<file path="src/design/sipq_pkg.sv">
`timescale 1ns / 1ps
// ----------------------------------------------------------------------------
// sipq_pkg
// Shared types and constants of the sorted-insert priority queue.
// ----------------------------------------------------------------------------
package sipq_pkg;

    localparam int DEPTH_DEF = 16;
    localparam int VALUE_W   = 32;
    localparam int STATUS_W  = 2;
    localparam int COUNT_W   = 5;

    // Operation codes carried in the input tuser
    localparam logic KIND_PUSH = 1'b0;
    localparam logic KIND_POP  = 1'b1;

    // Result status codes
    typedef enum logic [STATUS_W-1:0] {
        ST_OK    = 2'd0,
        ST_EMPTY = 2'd1,
        ST_FULL  = 2'd2
    } t_status;

    // Controller states
    typedef enum logic {
        S_IDLE,
        S_EXEC
    } t_state;

    // Controller to datapath
    typedef struct packed {
        logic load;   // capture the input word
        logic exec;   // update the store and load the result register
    } t_dp_cmd;

    // Datapath status, read by the checks in the top level
    typedef struct packed {
        logic empty;
        logic full;
    } t_dp_status;

endpackage

</file>
<file path="src/design/sipq_ctrl.sv">
`timescale 1ns / 1ps
// ----------------------------------------------------------------------------
// sipq_ctrl
// Sequencer: takes one word, runs it through the datapath, holds the result
// until the output side takes it.
// ----------------------------------------------------------------------------
module sipq_ctrl
    import sipq_pkg::*;
(
    input  logic    i_clk,
    input  logic    i_rst_n,
    input  logic    i_in_valid,
    output logic    o_in_ready,
    output logic    o_out_valid,
    input  logic    i_out_ready,
    output t_dp_cmd o_cmd
);

    t_state r_state;
    t_state n_state;
    logic   r_out_valid;
    logic   n_out_valid;
    logic   w_exec_ok;

    // Result slot is free or being emptied this cycle
    assign w_exec_ok = !r_out_valid || i_out_ready;

    // Next state
    always_comb begin
        n_state = r_state;
        unique case (r_state)
            S_IDLE: begin
                if (i_in_valid) begin
                    n_state = S_EXEC;
                end
            end
            S_EXEC: begin
                if (w_exec_ok) begin
                    n_state = S_IDLE;
                end
            end
            default: n_state = S_IDLE;
        endcase
    end

    // Outputs and commands
    always_comb begin
        o_in_ready = 1'b0;
        o_cmd      = '0;
        unique case (r_state)
            S_IDLE: begin
                o_in_ready = 1'b1;
                o_cmd.load = i_in_valid;
            end
            S_EXEC: begin
                o_cmd.exec = w_exec_ok;
            end
            default: begin
                o_in_ready = 1'b0;
            end
        endcase
    end

    // Result valid: set on execute, clear when taken
    always_comb begin
        n_out_valid = r_out_valid;
        if (o_cmd.exec) begin
            n_out_valid = 1'b1;
        end else if (i_out_ready) begin
            n_out_valid = 1'b0;
        end
    end

    always_ff @(posedge i_clk) begin
        if (!i_rst_n) begin
            r_state     <= S_IDLE;
            r_out_valid <= 1'b0;
        end else begin
            r_state     <= n_state;
            r_out_valid <= n_out_valid;
        end
    end

    assign o_out_valid = r_out_valid;

endmodule

</file>
<file path="src/design/sipq_dpath.sv">
`timescale 1ns / 1ps
// ----------------------------------------------------------------------------
// sipq_dpath
// Row of compare-and-shift cells kept in descending order, largest in cell 0,
// with the fill counter, input capture and result register.
// ----------------------------------------------------------------------------
module sipq_dpath
    import sipq_pkg::*;
#(
    parameter int DEPTH = DEPTH_DEF
) (
    input  logic                       i_clk,
    input  logic                       i_rst_n,
    input  t_dp_cmd                    i_cmd,
    input  logic                       i_kind,
    input  logic signed [VALUE_W-1:0]  i_value,
    output t_dp_status                 o_status,
    output logic signed [VALUE_W-1:0]  o_popped,
    output t_status                    o_result,
    output logic [COUNT_W-1:0]         o_count
);

    localparam int FILL_W = $clog2(DEPTH + 1);

    logic                      r_kind;
    logic signed [VALUE_W-1:0] r_value;
    logic signed [VALUE_W-1:0] r_entry [DEPTH];
    logic signed [VALUE_W-1:0] n_entry [DEPTH];
    logic [FILL_W-1:0]         r_fill;
    logic [FILL_W-1:0]         n_fill;
    logic [DEPTH-1:0]          w_lt;
    logic                      w_empty;
    logic                      w_full;
    logic                      w_push_ok;
    logic                      w_pop_ok;
    t_status                   n_result;
    logic signed [VALUE_W-1:0] n_popped;
    logic [FILL_W+COUNT_W-1:0] w_count_ext;

    logic signed [VALUE_W-1:0] r_popped;
    t_status                   r_result;
    logic [COUNT_W-1:0]        r_count;

    assign w_empty   = (r_fill == '0);
    assign w_full    = (r_fill == FILL_W'(DEPTH));
    assign w_push_ok = (r_kind == KIND_PUSH) && !w_full;
    assign w_pop_ok  = (r_kind == KIND_POP) && !w_empty;

    // Per-cell compare: cell is unused or holds a value below the new one.
    // The row is sorted, so these flags form a thermometer code.
    always_comb begin
        for (int i = 0; i < DEPTH; i++) begin
            w_lt[i] = (FILL_W'(i) >= r_fill) || (r_entry[i] < r_value);
        end
    end

    // Cell update: shift down behind the insert point, or shift up on pop
    always_comb begin
        for (int i = 0; i < DEPTH; i++) begin
            n_entry[i] = r_entry[i];
            if (w_push_ok) begin
                if (i > 0 && w_lt[i-1]) begin
                    n_entry[i] = r_entry[i-1];
                end else if (w_lt[i]) begin
                    n_entry[i] = r_value;
                end
            end else if (w_pop_ok && i < DEPTH - 1) begin
                n_entry[i] = r_entry[i+1];
            end
        end
    end

    // Fill, status and result word
    always_comb begin
        n_fill   = r_fill;
        n_popped = '0;
        n_result = ST_OK;
        if (r_kind == KIND_PUSH) begin
            if (w_full) begin
                n_result = ST_FULL;
            end else begin
                n_fill = r_fill + 1'b1;
            end
        end else begin
            if (w_empty) begin
                n_result = ST_EMPTY;
            end else begin
                n_fill   = r_fill - 1'b1;
                n_popped = r_entry[0];
            end
        end
    end

    // Count reported modulo the field width
    assign w_count_ext = {{COUNT_W{1'b0}}, n_fill};

    // Capture input word
    always_ff @(posedge i_clk) begin
        if (i_cmd.load) begin
            r_kind  <= i_kind;
            r_value <= i_value;
        end
    end

    // Advance the cells and load the result register
    always_ff @(posedge i_clk) begin
        if (i_cmd.exec) begin
            r_entry  <= n_entry;
            r_popped <= n_popped;
            r_result <= n_result;
            r_count  <= w_count_ext[COUNT_W-1:0];
        end
    end

    always_ff @(posedge i_clk) begin
        if (!i_rst_n) begin
            r_fill <= '0;
        end else if (i_cmd.exec) begin
            r_fill <= n_fill;
        end
    end

    assign o_status.empty = w_empty;
    assign o_status.full  = w_full;
    assign o_popped       = r_popped;
    assign o_result       = r_result;
    assign o_count        = r_count;

endmodule

</file>
<file path="src/design/sorted_insert_priority_queue_top.sv">
`timescale 1ns / 1ps
// ----------------------------------------------------------------------------
// sorted_insert_priority_queue_top
// Priority queue of signed words: push inserts in order, pop returns the
// largest. Each word yields one result with status and count.
// Sequence: the input word is captured, then executed into the result register;
// a new word is taken only after the last one has executed, set by the capture /
// execute sequence around the single row of compare-and-shift cells.
// Reset: synchronous, active low; empties the store and drops any result.
// ----------------------------------------------------------------------------
module sorted_insert_priority_queue_top
    import sipq_pkg::*;
#(
    parameter int DEPTH = DEPTH_DEF
) (
    input  logic                i_clk,
    input  logic                i_rst_n,
    input  logic                s_axis_tvalid,
    output logic                s_axis_tready,
    input  logic [VALUE_W-1:0]  s_axis_tdata,   // [31:0] value
    input  logic                s_axis_tuser,   // [0] kind
    output logic                m_axis_tvalid,
    input  logic                m_axis_tready,
    output logic [39:0]         m_axis_tdata,   // [31:0] popped, [36:32] count
    output logic [STATUS_W-1:0] m_axis_tuser    // [1:0] status
);

    t_dp_cmd                   w_cmd;
    t_dp_status                w_dp_status;
    logic signed [VALUE_W-1:0] w_popped;
    t_status                   w_result;
    logic [COUNT_W-1:0]        w_count;

    sipq_ctrl u_ctrl (
        .i_clk       (i_clk),
        .i_rst_n     (i_rst_n),
        .i_in_valid  (s_axis_tvalid),
        .o_in_ready  (s_axis_tready),
        .o_out_valid (m_axis_tvalid),
        .i_out_ready (m_axis_tready),
        .o_cmd       (w_cmd)
    );

    sipq_dpath #(
        .DEPTH (DEPTH)
    ) u_dpath (
        .i_clk    (i_clk),
        .i_rst_n  (i_rst_n),
        .i_cmd    (w_cmd),
        .i_kind   (s_axis_tuser),
        .i_value  ($signed(s_axis_tdata)),
        .o_status (w_dp_status),
        .o_popped (w_popped),
        .o_result (w_result),
        .o_count  (w_count)
    );

    // Pack the result word
    assign m_axis_tdata = {3'b000, w_count, w_popped};
    assign m_axis_tuser = w_result;

`ifndef SYNTHESIS
    // An execute always leaves a result waiting
    a_exec_result: assert property (@(posedge i_clk) disable iff (!i_rst_n)
        w_cmd.exec |=> m_axis_tvalid)
        else $error("execute did not produce a result");

    // One word in flight: intake closes right after an accept
    a_one_in_flight: assert property (@(posedge i_clk) disable iff (!i_rst_n)
        (s_axis_tvalid && s_axis_tready) |=> !s_axis_tready)
        else $error("second word accepted while one is in flight");

    // A pending full-drop result matches a full store
    a_full_status: assert property (@(posedge i_clk) disable iff (!i_rst_n)
        (m_axis_tvalid && m_axis_tuser == ST_FULL) |-> w_dp_status.full)
        else $error("full status with a store that is not full");

    // A pending empty-pop result matches an empty store
    a_empty_status: assert property (@(posedge i_clk) disable iff (!i_rst_n)
        (m_axis_tvalid && m_axis_tuser == ST_EMPTY) |-> w_dp_status.empty)
        else $error("empty status with a store that is not empty");
`endif

endmodule

</file>
<file path="config.mk">
export PLATFORM = sky130hd
export DESIGN_NAME = sorted_insert_priority_queue_top
export DESIGN_NICKNAME = d
export VERILOG_FILES = /design/src/design/sipq_pkg.sv /design/src/design/sipq_ctrl.sv /design/src/design/sipq_dpath.sv /design/src/design/sorted_insert_priority_queue_top.sv
export SDC_FILE = /design/constraint.sdc
export NUM_CORES = 2
export LEC_CHECK = 0
export ABC_CLOCK_PERIOD_IN_PS = 4600
export BUFFER_PORTS_ARGS = -buffer_cell sky130_fd_sc_hd__buf_2
export CAP_MARGIN = 20
export CORE_ASPECT_RATIO = 0.8
export CORE_MARGIN = 2
export CORE_UTILIZATION = 35
export CTS_CLUSTER_SIZE = 30
export DETAILED_ROUTE_END_ITERATION = 10
export HOLD_SLACK_MARGIN = 0.06
export PLACE_DENSITY = 0.62
export RECOVER_POWER = 25
export SLEW_MARGIN = 20
export SYNTH_ARGS = -nofsm -noshare
export SYNTH_HDL_FRONTEND = slang
export SYNTH_SLANG_ARGS = --single-unit
</file>
<file path="constraint.sdc">
create_clock -name i_clk -period 4.6 [get_ports i_clk]
set_clock_uncertainty 0.2 [all_clocks]
set_input_delay 0.69 -clock i_clk [delete_from_list [all_inputs] [get_ports i_clk]]
set_output_delay 0.69 -clock i_clk [all_outputs]
set_load 0.03 [all_outputs]
</file>
Word-level counts from Yosys, hierarchy flattened

Cells that the tools add are included.

Logic and storage cells: 194
Output and inout bits: 44
Input bits: 37
Register bits: 591

Equal/unequal tests: 16
Reductions and logical operators: 43
Order comparisons: 32
$add $sub $neg: 2
Mux-type cells: 75
Bitwise operators: 2

Operators with widths:

| cell                                                  | number |
|---|---|
| 2-to-1 mux 32 bit                                     | 61 |
| less-than comparator 32 bit                           | 16 |
| AND reduction 3 bit                                   | 16 |
| inequality test 3 x 1 -> 1 bit, second input constant | 14 |
| >= comparator 4 x 5 -> 1 bit, first input constant    | 8 |
| >= comparator 3 x 5 -> 1 bit, first input constant    | 4 |
| logical OR 1 bit                                      | 17 |
| 2-to-1 mux 5 bit                                      | 3 |
| >= comparator 1 x 5 -> 1 bit, first input constant    | 2 |
| >= comparator 2 x 5 -> 1 bit, first input constant    | 2 |
| 2-to-1 mux 1 bit                                      | 8 |
| nonzero test 2 bit                                    | 3 |
| adder 5 x 1 -> 5 bit, second input constant           | 1 |
| equality test 5 bit, second input constant            | 1 |
| zero test 5 bit                                       | 1 |
| subtractor 5 x 1 -> 5 bit, second input constant      | 1 |
| 2-to-1 mux 2 bit                                      | 2 |
| zero test 1 bit                                       | 3 |
| logical AND 1 bit                                     | 2 |
| inequality test 2 x 1 -> 1 bit, second input constant | 1 |
| inverter 1 bit                                        | 2 |
| case mux 1 bit (2 select lines)                       | 1 |
| OR reduction 2 bit                                    | 1 |

Depth between registers and ports, before layout

Depth in word-level cells: 5
Gate-level depth with buffers: 13
Mapped depth without buffers: 10

Cells and area by module

Synthesis repeated with hierarchy kept, for this count alone.

Cells, all modules: 3846
Area, all modules: 39475.4 µm²

Modules (own cells, without submodules):

| module                           | instances | cells an instance | area each (µm²) |
|---|---|---|---|
| sipq_dpath                       | 1         | 3832              | 39339.0 |
| sipq_ctrl                        | 1         | 10                | 110.1 |
| sorted_insert_priority_queue_top | 1         | 4                 | 26.3 |

Worst setup path before layout

No wires, ideal clock.

Path type: reg2reg
Start: register u_dpath.r_value[9]
End: register u_dpath.r_entry[32] (netlist name) (enable)
Setup slack: -0.522 ns
Clock period less this slack: 5.122 ns
Path buffers: 1
Arrival time: 4.481 ns
Required time: 3.959 ns
Stages on the path, launching flop included: 12
Setup time: 0.441 ns
Path through: edfxtp_1 > inv_1 > ha_1 > a21o_1 > a21o_1 > a21oi_1 > o21a_1 > o21ai_0 > a311oi_1 > mux2_2 > buf_6 > a31oi_1

Cells in the longest elaborated chain, start to end: 4
Elaborated cells on any way between the ends: 6
Classes of those cells: order compare: 2; eq/ne: 1; reduce/logical: 3

Ends and longest elaborated chain:

| item                                         | line              | source |
|---|---|---|
| start, declared                              | sipq_dpath.sv:26  | `logic signed [VALUE_W-1:0] r_value;` |
| start signal, assigned                       | sipq_dpath.sv:101 | `r_value <= i_value;` |
| less-than comparator 32 bit                  | sipq_dpath.sv:53  | `w_lt[i] = (FILL_W'(i) >= r_fill) \|\| (r_entry[i] < r_value);` |
| logical OR 1 bit                             | sipq_dpath.sv:53  |  |
| inequality test 3 x 1 -> 1 bit (no line) (*) | n/a               |  |
| AND reduction 3 bit (no line) (*)            | n/a               |  |
| end signal, assigned                         | sipq_dpath.sv:108 | `r_entry <= n_entry;` |
| end, declared                                | sipq_dpath.sv:27  | `logic signed [VALUE_W-1:0] r_entry [DEPTH];` |

Mark *: on every way between the ends. The rest lies on a longest branch, timed or not.
A chain may end at the register's enable or synchronous reset.

==> reports/metrics.yaml <==
floorplanning:
  num_rows: 109
  chipHeight_um: 303.4
  initial_utilization: 0.3538
  die_width_um: 378.3
  core_area_um2: 110900
  design.die.area_um2: 114800
  pin_count: 81
worst_hold_path:
  hp-class: "primary input to flop"
  worstHoldPathCells: 3
  hold_end: "u_ctrl.r_state$_SDFF_PN0_"
  min-delay-start: "s_axis_tvalid"
setup_path:
  cp.arrival_ns: 4.64
  cp_slowest_stage_delay_ns: 0.47
  rrSetupSlack_ns: 0.13
  worstPathCellList: "inv_1 -> buf_4 -> buf_4 -> ha_1 -> nand4_1 -> or3_1 -> nor3_1 -> o2111a_1 -> o21ai_0 -> a22oi_2 -> buf_4 -> nor2_1 -> a221o_1"
  reg2reg_depth: 13
  worst_ep_required_time_ns: 4.77
  criticalPathCategory: "flop to flop"
  crit_fanout: 43
  critical-path-top-delay-family: "simple AND/OR/NAND/NOR gates"
  worst-path-buf-inv: 4
  crit_slowest_cell: "nor3_1"
  endpoint_kind: "flop"
  path_common_cell: "buf_4"
  crit_cells: 13
  startpoint_type: "flop"
  worstReg2RegEnd: "u_dpath.r_entry[288]$_DFFE_PP_"
  reg2reg_from: "u_dpath.r_value[27]$_DFFE_PP_"
finish:
  fillCellCount: 10720
  areaGrowthSynthToFinish_pct: 14.45
  final_common_cell: "edfxtp_1"
  regArea_um2: 17680
  layout-drive-gt1-share: 0.1012
  multi_input_area_um2: 20640
  layout_common_cells: "584 x edfxtp_1, 556 x nand2_1, 501 x ha_1"
  final_core_util: 0.4050
  final_nets: 4452
pwr:
  power.total_mw: 16.25
  p_leak_nw: 17.70
  power_density_nw_per_um2: 362.0
  vdd_drop_max_mv: 0.2094
sta:
  max_freq_mhz: 223.8
  maxSlewHeadroom: -1.107
  hold_viol_final: 0
  final.min_clock_period_ns: 4.469
  tns_ns: 0
  rsz0062_at_grt: "no"
  slew_viol_final: 15
  holdWs_ns: 0.1383
  min_period_over_period: 0.9714
  worstMarginPinSlew_ns: 3.153
  finalSetupViolations: 0
yosys:
  synth_edf_count: 584
  yosys.cell_types.count: 78
  syn_inst: 3758
  syn_avg_cell_area_um2: 10.44
  synth-seq-cells: 591
  synthArstFlopShare: 0
  netlist_area_um2: 39230
  ys_seq_area_frac: 0.4506
  synthFlopType: "edfxtp_1"
  ys.warnings.count: 0
placement:
  portBuffers: 77
  place_congestion: 0.9059
  dpl.hpwl_um: 100800
global_route:
  grt_max_degree: 88
  grt_antenna_before_repair: 1
  overflow: 0
  first_global_vias: 30270
  grt_usage: 0.2202
  grt_pass1_wl_um: 192700
detailed_routing:
  wl_per_cell_um: 23.67
  final_antenna_net_count: 0
  drtIter0Drc: 3768
  drc: 0
  wl_um: 129200
  firstDrtPassIters: 7
  vias: 32610
  via_per_inst: 5.972
flow_run:
  maxCapViolCount: 1
clocking:
  clk_path_buf_depth: 3
  cts_sinks: 591
  insertion_delay_ns: 0.63
  cts_max_level: 3
  clkTransAtPathRegs_ns: 0.06
  cts_setup_buffers: 0
  numCtsBuffers: 70
  root_buffer: "clkbuf_16"
  tritoncts: "yes"
status:
  status: "finished with violations"
  violations: "max-capacitance violations, max-slew violations"
-- synthesized netlist by cell type, types with 9 or more instances --
cell	number	share of area
clkbuf_1	159	0.015
and3_1	66	0.011
nor2_1	248	0.024
nand2b_1	14	0.0022
buf_2	56	0.0071
a221oi_1	10	0.0022
a221o_1	254	0.065
o21a_1	9	0.0017
a2111oi_0	11	0.0025
edfxtp_1	584	0.45
mux2_2	35	0.010
nor2b_1	52	0.0083
nor3_1	53	0.0068
o31a_1	33	0.0074
o21ai_0	150	0.019
nand4_1	101	0.016
nand2_1	556	0.053
a21oi_1	281	0.036
mux2i_1	34	0.0087
a21o_1	60	0.011
a31oi_1	14	0.0022
o211ai_1	136	0.026
inv_1	45	0.0043
buf_1	12	0.0011
ha_1	501	0.16
nand3_1	122	0.016
a211oi_1	24	0.0046
-- state kept, by name, indices dropped and copies added (netlist names) --
signal,count
u_dpath.r_entry,512
u_dpath.o_popped,32
u_dpath.r_value,32
u_dpath.o_count,5
u_dpath.r_fill,5
u_dpath.o_result,2
u_ctrl.o_out_valid,1
u_ctrl.r_state,1
u_dpath.r_kind,1
-- tightest hold or removal path, stage by stage --
cell     delay, ns
buf_2         0.09
o21ai_0       0.07
nor2_1        0.08
-- worst max path at each step --
stage / startpoint / slack, ns / to
after global routing: u_dpath.r_value[27]$_DFFE_PP_ / 0.03 / u_dpath.r_entry[315]$_DFFE_PP_
after floorplan: u_dpath.r_value[15]$_DFFE_PP_ / 0.09 / u_dpath.r_entry[256]$_DFFE_PP_
final: u_dpath.r_value[27]$_DFFE_PP_ / 0.13 / u_dpath.r_entry[288]$_DFFE_PP_
after CTS: u_dpath.r_value[26]$_DFFE_PP_ / 0.09 / u_dpath.r_entry[417]$_DFFE_PP_
after detailed placement: u_dpath.r_value[26]$_DFFE_PP_ / 0.1 / u_dpath.r_entry[416]$_DFFE_PP_
after global placement: u_dpath.r_value[26]$_DFFE_PP_ / 0.13 / u_dpath.r_entry[416]$_DFFE_PP_
-- through the flow --
stage | setup slack [ns] | cell area (µm²) | cells
finish | 0.1314 | 44900 | 5460
CTS | 0.09201 | 45040 | 5459
detailed placement | 0.09645 | 42700 | 5310
global placement | 0.1275 | 42700 | 5310
floorplan | 0.09353 | 39310 | 3760
global route | 0.03178 | 44900 | 5460
-- routing by layer --
layer  track usage  vias to the layer above  wire, µm
met5             0                        -         0
met4       0.04914                        0      2493
met3       0.04052                      161     14100
met2        0.2984                     1598     50190
met1        0.3539                    15810     62470
li1              -                    15040         -
-- where the power goes --
| part | internal, mW | leakage (nW) | switching [mW] | total, mW |
|---|---|---|---|---|
| Clock | 2.91 | 0.999 | 2.28 | 5.20 |
| Sequential | 6.61 | 5.49 | 0.402 | 7.01 |
| Combinational | 1.50 | 11.2 | 2.55 | 4.04 |
| Total | 11.0 | 17.7 | 5.23 | 16.3 |
-- cell type report --
class | count | share of cell area
sequential | 591 | 0.3937
multi-input combinational | 2883 | 0.4597
inverter | 46 | 0.003846
clock inverter | 26 | 0.002647
antenna | 1 | 0.00005573
tap | 1498 | 0.04174
timing repair buffer | 322 | 0.05554
clock buffer | 93 | 0.04280
-- kinds of logic after synthesis --
| group | Yosys count | synth area share |
|---|---|---|
| muxes | 70 | 0.01907 |
| xor gates and xnor gates | 3 | 0.0006699 |
| and+or+nand+nor | 1260 | 0.1454 |
| adders and majority gates | 501 | 0.1598 |
| DFF | 591 | 0.4506 |
| buffers and inverters | 286 | 0.03135 |
| AOI/OAI and AO/OA | 1046 | 0.1931 |
| other | 1 | 0.00009559 |
-- what timing repair did --
| item | CTS | global route |
|---|---|---|
| hold buffers | 30 | 0 |
| gates resized for setup | 0 | 1 |
| hold endpoints to repair | 30 | 0 |
| setup endpoints to repair | 0 | 32 |
Note: power is estimated with default switching activity, not from simulation.
